`src/design/skc_pkg.sv`:
```
// shared types, constants and the arctangent step table for the scara kinematics block
// no dependencies
package skc_pkg;

  localparam int POSITION_WIDTH_DEF = 32;
  localparam int ANGLE_WIDTH_DEF    = 32;
  localparam int COORD_W            = 28;
  localparam int LINK_W             = 27;
  localparam int ANGLE_OUT_W        = 32;
  localparam int STATUS_W           = 2;
  localparam int CFG_INDEX_W        = 1;
  localparam int FRAC               = 30;
  localparam int CORDIC_ITERS       = 30;
  localparam int DIV_STEPS          = 30;
  localparam int REDUCE_STEPS       = 24;
  localparam int QUEUE_DEPTH        = 2;

  // angles are radians scaled by 2^30
  localparam logic signed [63:0] PI_F   = 64'sd3373259426;
  localparam logic signed [63:0] TURN_F = 64'sd6746518852;
  localparam logic signed [63:0] ONE_F  = 64'sd1 <<< FRAC;

  // operation codes
  localparam logic OP_SOLVE = 1'b0;
  localparam logic OP_CLEAR = 1'b1;

  // status codes
  localparam logic [STATUS_W-1:0] STATUS_OK      = 2'd0;
  localparam logic [STATUS_W-1:0] STATUS_UNREACH = 2'd1;
  localparam logic [STATUS_W-1:0] STATUS_RANGE   = 2'd2;

  // register indexes
  localparam logic [CFG_INDEX_W-1:0] REG_LINK_ONE = 1'd0;
  localparam logic [CFG_INDEX_W-1:0] REG_LINK_TWO = 1'd1;

  // classified item held between front and back
  typedef struct packed {
    logic                      clear;
    logic                      center;
    logic signed [COORD_W-1:0] x;
    logic signed [COORD_W-1:0] y;
  } skc_item_t;

  // atan(2^-i) scaled by 2^30, rounded
  function automatic logic signed [63:0] step_angle(input logic [4:0] i);
    logic signed [63:0] a;
    case (i)
      5'd0: a = 64'sd843314857;
      5'd1: a = 64'sd497837829;
      5'd2: a = 64'sd263043837;
      5'd3: a = 64'sd133525159;
      5'd4: a = 64'sd67021688;
      5'd5: a = 64'sd33543516;
      5'd6: a = 64'sd16775851;
      5'd7: a = 64'sd8388437;
      5'd8: a = 64'sd4194283;
      5'd9: a = 64'sd2097149;
      default: a = 64'sd1 <<< (FRAC - int'(i));
    endcase
    return a;
  endfunction

endpackage

```
`src/design/skc_queue.sv`:
```
// two-entry queue of classified items between front and back
// depends on skc_pkg
module skc_queue (
  input  logic              clk,
  input  logic              rst_n,
  input  logic              push,
  input  skc_pkg::skc_item_t push_item,
  output logic              full,
  input  logic              pop,
  output logic              empty,
  output skc_pkg::skc_item_t head
);
  import skc_pkg::*;

  localparam int PTR_W = $clog2(QUEUE_DEPTH);

  skc_item_t           mem_r [QUEUE_DEPTH];
  logic [PTR_W-1:0]    wr_ptr_r;
  logic [PTR_W-1:0]    rd_ptr_r;
  logic [PTR_W:0]      count_r;

  assign full  = (count_r == (PTR_W+1)'(QUEUE_DEPTH));
  assign empty = (count_r == '0);
  assign head  = mem_r[rd_ptr_r];

  // storage
  always_ff @(posedge clk) begin
    if (push && !full) begin
      mem_r[wr_ptr_r] <= push_item;
    end
  end

  // pointers and fill count
  always_ff @(posedge clk) begin
    if (!rst_n) begin
      wr_ptr_r <= '0;
      rd_ptr_r <= '0;
      count_r  <= '0;
    end else begin
      if (push && !full) begin
        wr_ptr_r <= wr_ptr_r + 1'b1;
      end
      if (pop && !empty) begin
        rd_ptr_r <= rd_ptr_r + 1'b1;
      end
      case ({push && !full, pop && !empty})
        2'b10:   count_r <= count_r + 1'b1;
        2'b01:   count_r <= count_r - 1'b1;
        default: count_r <= count_r;
      endcase
    end
  end

endmodule

```
`config.mk`:
```
export PLATFORM = sky130hd
export DESIGN_NAME = skc_queue
export DESIGN_NICKNAME = d
export VERILOG_FILES = /design/src/design/skc_pkg.sv /design/src/design/skc_queue.sv
export SDC_FILE = /design/constraint.sdc
export NUM_CORES = 1
export LEC_CHECK = 0
export BUFFER_PORTS_ARGS = -buffer_cell sky130_fd_sc_hd__buf_4
export CAP_MARGIN = 20
export CORE_UTILIZATION = 46
export DETAILED_ROUTE_END_ITERATION = 6
export HOLD_SLACK_MARGIN = 0.06
export PLACE_DENSITY = 0.74
export SETUP_SLACK_MARGIN = 0.05
export SYNTH_ARGS = -nofsm -noshare
export SYNTH_HDL_FRONTEND = slang
export SYNTH_SLANG_ARGS = --single-unit
```
`constraint.sdc`:
```
create_clock -name clk -period 2.4 [get_ports clk]
set_clock_uncertainty 0.15 [all_clocks]
set_input_delay 0.12 -clock clk [delete_from_list [all_inputs] [get_ports clk]]
set_output_delay 0.12 -clock clk [all_outputs]
set_load 0.01 [all_outputs]
```
==> reports/metrics.yaml <==
vdd_drop_max_mv: 0.859
die_w_um: 99.9
timing.final.crit_share: 0.841
clock_path_buffers: 2
yosysSeqAreaShare: 0.813
worst_hold_path.endpoint: "mem_r[0][8]"
htreeDepth: 4
grtUsageTotal: 0.184
first_pass_iters: 5
grt_pass1_wl_um: 13400
crit_chain: "buf_4 -> mux2_2 -> buf_4"
crit_type: "flop to output port"
ant_nets: 0
leakage_uw: 0.00258
ys_types: 19
n_fill_cell: 582
r2r_slack_ns: 0.38
synth_area_leaders: "edfxtp_1 79%, mux2_2 15%, dfxtp_1 2.3%, xnor2_1 0.60%, buf_2 0.45%"
whs_ns: 0.197
routedWlPerCell_um: 16.0
synthCells: 206
cts-root-buf: "clkbuf_8"
path_delay_family: "buffers and inverters"
port_buffers: 121
critical_path.max_stage_delay_ns: 0.40
netlist_area_um2: 4410
rsz0062_at_grt: "no"
routed_wl_um: 8770
required_ns: 2.13
synth_compound_gate_area_share: 0.00738
start_util: 0.477
diodes: 0
holdPathStages: 2
cts.sinks: 121
synthSimpleGateAreaFrac: 0.0122
row_count: 35
grt_pass1_vias: 2776
synth_top_area_cell: "edfxtp_1"
finalWeightedCongestion: 0.714
synth-xor-area-share: 0.00596
dp_slack_ns: 0.429
slew_headroom: 0.711
tritoncts: "yes"
max_clock_freq_ghz: 0.495
crit_slowest_cell: "mux2_2"
status: "finished, final reports clean"
path_common_cell: "buf_4"
drive_gt1_frac: 0.521
final_nets: 470
setup-tns-final_ns: 0
drcViolationCount: 0
critPathBufInv: 2
synth.area.mux_share: 0.148
setup_ws_ns: 0.381
hold_viol_final: 0
min_period_ns: 2.02
synth_seq_cells: 121
grt_max_degree: 32
antenna_found_initial: 0
postLayoutCellArea_um2: 6760
synth_top_family_by_area: "multiplexers"
syn-num-nets: 269
post-dp-hpwl_um: 4790
vias_per_cell: 4.65
die_area_um2: 9980
pin_count: 122
reg2reg_to: "mem_r[0][19]"
num_vias: 2552
worst_pin_slew_ns: 0.433
cts_buffers: 17
layout_common_cells: "126 x buf_4, 116 x edfxtp_1, 61 x dlygate4sd3_1"
die_y_um: 99.9
gr-total-overflow: 0
cp-start-kind: "flop"
rr_startpoint: "count_r[0]"
avgSynthCellArea_um2: 21.4
ctsResizeCount: 0
dpl_cell_area_um2: 5510
drv_cap: 0
final_common_cell: "buf_4"
coreArea_um2: 9240
initialDrtViolationCount: 91
setup_viol: 0
path_clk_slew_ns: 0.06
path_max_fanout: 30
cp.arrival_ns: 1.75
power.density_nw_per_um2: 1090
clkLatencyLatePin_ns: 0.49
hp-class: "primary input to flop"
ys_warn_count: 0
synth_fa_ha_area_frac: 0.00284
worstHoldStart: "push_item[8]"
post_cts_buffers: 0
area_growth_pct: 53.4
endpoint_kind: "output port"
drv_slew: 0
synth_top_cell_area_share: 0.790
r2r_cells: 5
==> cell usage after synthesis <==
cell / count
nand2b_2: 1
mux2_2: 58
o21a_1: 1
inv_2: 1
nand2_1: 1
inv_1: 2
buf_2: 4
or3_1: 2
and2_1: 1
buf_4: 2
nor2_1: 1
ha_1: 1
edfxtp_1: 116
nor2b_1: 2
a21boi_1: 2
and3_1: 1
xnor2_1: 3
dfxtp_1: 5
o21ai_0: 2
==> sequential cells by signal, indices dropped and copies added (netlist names), named ones only <==
name      flops
rd_ptr_r      1
count_r       2
mem_r       116
wr_ptr_r      1
==> metal layers <==
| metal | track usage | share of wire | vias up |
|---|---|---|---|
| li1 | - | - | 1215 |
| met1 | 0.196 | 0.39 | 1243 |
| met2 | 0.332 | 0.55 | 83 |
| met3 | 0.0675 | 0.057 | 11 |
| met4 | 0.0690 | 0.0090 | 0 |
| met5 | 0 | 0 | - |
==> what timing repair did <==
item	in CTS	in global routing
endpoints found under the setup margin	0	0
hold buffers	61	0
hold endpoints to repair	121	0
==> metrics by stage <==
stage,util,cells,power [uW]
floorplan,-,206,3760
CTS,0.732,549,7420
global route,0.732,549,7650
global placement,0.596,456,4540
detailed placement,0.596,456,4580
finish,0.732,549,7360
==> where the power goes <==
part | internal [uW] | total [uW] | switching, uW
registers | 2670 | 2760 | 86.7
clock network | 1880 | 2730 | 851
logic | 1010 | 1870 | 860
==> worst max path at each step <==
| stage | to | slack, ns | cells after the start | from |
|---|---|---|---|---|
| 4_1_cts | head[29] | 0.34 | 3 | flop |
| 2_1_floorplan | mem_r[0][0] | 0.26 | 4 | count_r[0] |
| 3_5_place_dp | mem_r[0][23] | 0.43 | 5 | count_r[0] |
| 6_report | head[23] | 0.38 | 3 | flop |
| 5_1_grt | head[23] | 0.30 | 3 | flop |
| 3_3_place_gp | mem_r[0][27] | 0.48 | 5 | count_r[0] |
==> cell type report <==
cell class	count	area [um2]	area share
clock inverters	14	228	0.0337
repair buffers	188	1580	0.233
clock buffers	18	418	0.0618
well taps	129	161	0.0239
inverters	3	15.0	0.00222
flip-flops and latches	121	3580	0.530
multi-input cells	76	779	0.115
==> cells by family (layout without fill, tap and decap cells) <==
family                   Yosys count  in the layout
AO/OA/AOI/OAI                      5              5
XOR/XNOR                           3              3
adder cells (fa/ha/maj)            1              1
buffers and inverters              9            223
flip-flops                       121            121
multiplexers                      58             58
AND/OR/NAND/NOR                    9              9
Note: power is estimated with default switching activity, not from simulation.
