File: src/design/skc_pkg.sv
// shared types, constants and the arctangent step table for the scara kinematics block
// no dependencies
package skc_pkg;

  localparam int POSITION_WIDTH_DEF = 32;
  localparam int ANGLE_WIDTH_DEF    = 32;
  localparam int COORD_W            = 28;
  localparam int LINK_W             = 27;
  localparam int ANGLE_OUT_W        = 32;
  localparam int STATUS_W           = 2;
  localparam int CFG_INDEX_W        = 1;
  localparam int FRAC               = 30;
  localparam int CORDIC_ITERS       = 30;
  localparam int DIV_STEPS          = 30;
  localparam int REDUCE_STEPS       = 24;
  localparam int QUEUE_DEPTH        = 2;

  // angles are radians scaled by 2^30
  localparam logic signed [63:0] PI_F   = 64'sd3373259426;
  localparam logic signed [63:0] TURN_F = 64'sd6746518852;
  localparam logic signed [63:0] ONE_F  = 64'sd1 <<< FRAC;

  // operation codes
  localparam logic OP_SOLVE = 1'b0;
  localparam logic OP_CLEAR = 1'b1;

  // status codes
  localparam logic [STATUS_W-1:0] STATUS_OK      = 2'd0;
  localparam logic [STATUS_W-1:0] STATUS_UNREACH = 2'd1;
  localparam logic [STATUS_W-1:0] STATUS_RANGE   = 2'd2;

  // register indexes
  localparam logic [CFG_INDEX_W-1:0] REG_LINK_ONE = 1'd0;
  localparam logic [CFG_INDEX_W-1:0] REG_LINK_TWO = 1'd1;

  // classified item held between front and back
  typedef struct packed {
    logic                      clear;
    logic                      center;
    logic signed [COORD_W-1:0] x;
    logic signed [COORD_W-1:0] y;
  } skc_item_t;

  // atan(2^-i) scaled by 2^30, rounded
  function automatic logic signed [63:0] step_angle(input logic [4:0] i);
    logic signed [63:0] a;
    case (i)
      5'd0: a = 64'sd843314857;
      5'd1: a = 64'sd497837829;
      5'd2: a = 64'sd263043837;
      5'd3: a = 64'sd133525159;
      5'd4: a = 64'sd67021688;
      5'd5: a = 64'sd33543516;
      5'd6: a = 64'sd16775851;
      5'd7: a = 64'sd8388437;
      5'd8: a = 64'sd4194283;
      5'd9: a = 64'sd2097149;
      default: a = 64'sd1 <<< (FRAC - int'(i));
    endcase
    return a;
  endfunction

endpackage

File: src/design/skc_in_if.sv
// input channel: operation and target point with valid/ready handshake
// depends on skc_pkg
interface skc_in_if;
  import skc_pkg::*;
  logic                      valid;
  logic                      ready;
  logic                      operation;
  logic signed [COORD_W-1:0] target_x;
  logic signed [COORD_W-1:0] target_y;
  modport source(output valid, operation, target_x, target_y, input ready);
  modport sink(input valid, operation, target_x, target_y, output ready);
endinterface

File: src/design/skc_front.sv
// front end: takes input transactions, clamps the target and flags clear and centre items
// depends on skc_pkg, skc_in_if
module skc_front #(
  parameter int POSITION_WIDTH = skc_pkg::POSITION_WIDTH_DEF
) (
  skc_in_if.sink            in_stream,
  input  logic              q_full,
  output logic              push,
  output skc_pkg::skc_item_t item
);
  import skc_pkg::*;

  localparam logic signed [48:0] POS_MAX = (49'sd1 <<< (POSITION_WIDTH - 1)) - 49'sd1;
  localparam logic signed [48:0] POS_MIN = -(49'sd1 <<< (POSITION_WIDTH - 1));

  function automatic logic signed [COORD_W-1:0] clamp_pos(input logic signed [COORD_W-1:0] v);
    logic signed [48:0] w;
    w = 49'(v);
    if (w > POS_MAX) begin
      w = POS_MAX;
    end else if (w < POS_MIN) begin
      w = POS_MIN;
    end
    return COORD_W'(w);
  endfunction

  logic signed [COORD_W-1:0] cx;
  logic signed [COORD_W-1:0] cy;

  // classify
  always_comb begin
    cx          = clamp_pos(in_stream.target_x);
    cy          = clamp_pos(in_stream.target_y);
    item.clear  = (in_stream.operation == OP_CLEAR);
    item.center = (cx == '0) && (cy == '0);
    item.x      = cx;
    item.y      = cy;
  end

  assign in_stream.ready = !q_full;
  assign push            = in_stream.valid && !q_full;

endmodule

File: src/flat_wrapper.sv
// flat-port wrapper written by rule: the top's interface ports become plain ports
module skc_front_flat import skc_pkg::*;
#(
  parameter int POSITION_WIDTH = skc_pkg::POSITION_WIDTH_DEF
)
  (q_full, push, item, in_stream_valid, in_stream_operation, in_stream_target_x, in_stream_target_y, in_stream_ready);
  skc_in_if in_stream_i ();
  input  logic q_full;
  output logic push;
  output skc_pkg::skc_item_t item;
  input wire logic [$bits(in_stream_i.valid)-1:0] in_stream_valid;
  input wire logic [$bits(in_stream_i.operation)-1:0] in_stream_operation;
  input wire logic [$bits(in_stream_i.target_x)-1:0] in_stream_target_x;
  input wire logic [$bits(in_stream_i.target_y)-1:0] in_stream_target_y;
  output wire logic [$bits(in_stream_i.ready)-1:0] in_stream_ready;
  assign in_stream_i.valid = in_stream_valid;
  assign in_stream_i.operation = in_stream_operation;
  assign in_stream_i.target_x = in_stream_target_x;
  assign in_stream_i.target_y = in_stream_target_y;
  assign in_stream_ready = in_stream_i.ready;
  skc_front #(.POSITION_WIDTH(POSITION_WIDTH)) u_core (.in_stream(in_stream_i), .q_full(q_full), .push(push), .item(item));
endmodule
File: config.mk
export PLATFORM = sky130hd
export DESIGN_NAME = skc_front_flat
export DESIGN_NICKNAME = d
export VERILOG_FILES = /design/src/design/skc_pkg.sv /design/src/design/skc_in_if.sv /design/src/design/skc_front.sv /design/src/flat_wrapper.sv
export SDC_FILE = /design/constraint.sdc
export NUM_CORES = 1
export LEC_CHECK = 0
export BUFFER_PORTS_ARGS = -buffer_cell sky130_fd_sc_hd__buf_2
export CAP_MARGIN = 5
export CORE_MARGIN = 1.5
export CORE_UTILIZATION = 25
export DETAILED_ROUTE_END_ITERATION = 10
export GPL_TIMING_DRIVEN = 0
export PLACE_DENSITY = 0.83
export SYNTH_ARGS = -nofsm -noshare
export SYNTH_HDL_FRONTEND = slang
export SYNTH_SLANG_ARGS = --single-unit
File: constraint.sdc
create_clock -name vclk -period 1.1
set_clock_uncertainty 0.15 [all_clocks]
set_input_delay 0.11 -clock vclk [all_inputs]
set_output_delay 0.11 -clock vclk [all_outputs]
set_load 0.02 [all_outputs]
==> out/summary.txt <==
Status: finished with violations
Failing checks: negative setup slack
PortBufs: 118
Fin nets: 257
Compound-gate portion of the synthesized area: 0
FP Rows: 17
Avg WL per Cell: 10.7 um
Die height: 50.6 um
Most frequent cells in the layout: buf_2 (109), buf_4 (58), buf_6 (8)
Synth area leader: buf_4
Routed Antenna Nets: 0
Arr. time, crit path: 1.13 ns
Adder-Cell Fraction of Synth Area: 0
Worst Tran Pin Value: 0.223 ns
Routability cong.: 0.660
Req. time, crit path: 0.84 ns
FF+latch count: 0
IO Count: 119
Register area: 0 um2
Most common cell type on the critical path: nor4_4
Leakage dissipation: 0.804 nW
Largest cells by area after synthesis: buf_4 (75%), nor4_1 (14%), nor4_2 (4.4%)
Via-per-instance ratio: 4.05
Synthesized area: 567 um2
Setup_tns: -0.294 ns
First-pass DRT Iterations: 3
Mux cell area share after synthesis: 0
Core Box Area: 0.00217 mm2
Crit path depth: 5
Crit path largest cell delay: 0.29 ns
Starting density of the core: 0.261
Post-synthesis xor/xnor area fraction: 0
Chip Width: 50.6 um
Largest family of logic cells by synthesized area: buffers and inverters
Worst slew margin: 0.850
DRC Markers: 0
Layout cell share with drive strength beyond 1: 0.964
CP bufs+invs: 2
Max cap viols: 0
GRT Total Usage: 0.157
Hpwl dp: 1.92 mm
Crit-path cells: buf_2 > nor4_4 > nand4_1 > nor4_4 > buf_4
WHS Path Cells: 2
Period minus WS final: 1.39 ns
Fin cells: 224
Global route total overflow: 0
Synth-to-Final Area Change: 144%
Clkbuf count: 0
Fmax: 717 MHz
YS warnings: 0
WS Path Type: in2out
Seq/Total Area, Yosys: 0
Distinct cells, synth: 7
Initial antenna violation count: 0
First-pass GRT wire length: 3.27 mm
Detailed Route Iter0 Violations: 3
Final Hold Fails: 0
Placed cells: 224
DIE AREA: 0.00256 mm2
Post-CTS Setup Bufs: 0
Simple-gate share of the synthesized area: 0.238
Commonest non-fill, non-tap cell in the layout: buf_2
Post-synth top area share: 0.755
Setup crit start kind: primary input
CP delay by family, top: simple AND/OR/NAND/NOR gates
Worst min-delay path category: in2out
Vias: 908
Mapped Cells: 78
Tcrit/Tclk final: 1.27
Worst setup slack after layout: -0.294 ns
Count of pins over their slew limit: 0
Dpl ws: -0.349 ns
Critical path capture point type: output port
PwrDens: 443 mW/mm2
Hold Slack: 0.290 ns
CP max-delay cell: nor4_4
# diodes: 0
Worst-path maximum fanout: 2
Mean cell area of the mapped netlist: 7.27 um2
Vias in the first global route: 761
DRT Wirelength: 2.40 mm
Unrepaired setup endpoints after global routing: true
Setup violators final: 1
Post-Syn Nets: 137
Pin count of the biggest net entering global routing: 3
Maximum vdd ir drop: 0.260 mV
==> cells in the mapped netlist <==
master	number
inv_1	1
nor4_2	2
nor4_1	13
nand4_1	3
buf_4	57
nor2b_1	1
nand2_1	1
==> routing by layer <==
layer	track usage	vias up	share of wire
met5	0	-	0
met4	0.0135	0	0.010
met2	0.340	58	0.55
li1	-	453	-
met1	0.145	395	0.31
met3	0.0446	2	0.13
==> cells by family after synthesis <==
| group | Yosys count |
|---|---|
| and+or+nand+nor | 20 |
| buffers and inverters | 58 |
==> area by class of cell <==
| class | count | area (um2) |
|---|---|---|
| repair buffers | 118 | 643 |
| inverters | 1 | 3.75 |
| multi-input cells | 20 | 272 |
| plain buffers | 57 | 428 |
| fillers | 199 | 788 |
| well taps | 28 | 35.0 |
==> path summary, 6_finish.rpt <==
path / slack [ns] / start / end
worst min-delay path: 0.29 / in_stream_operation / item[57]
worst max-delay path: -0.29 / in_stream_target_y[20] / item[56]
==> through the flow <==
step	util	power [mW]	cell area (um2)
5_1_grt	0.637	0.647	1380
4_1_cts	0.615	0.594	1340
6_report	0.637	0.612	1380
3_5_place_dp	0.577	0.565	1250
2_1_floorplan	-	0.325	627
3_3_place_gp	0.577	0.559	1250
==> power breakdown <==
group	internal (mW)	switching, mW	leakage, nW
clock	0	0	0
sequential	0	0	0
combinational	0.308	0.304	0.804
==> timing repair <==
action,CTS,global route
gates resized for setup,13,8
endpoints found under the setup margin,1,1
cloned,0,0
hold buffers,0,0
pin swaps,9,6
(Power assumes the default switching activity.)
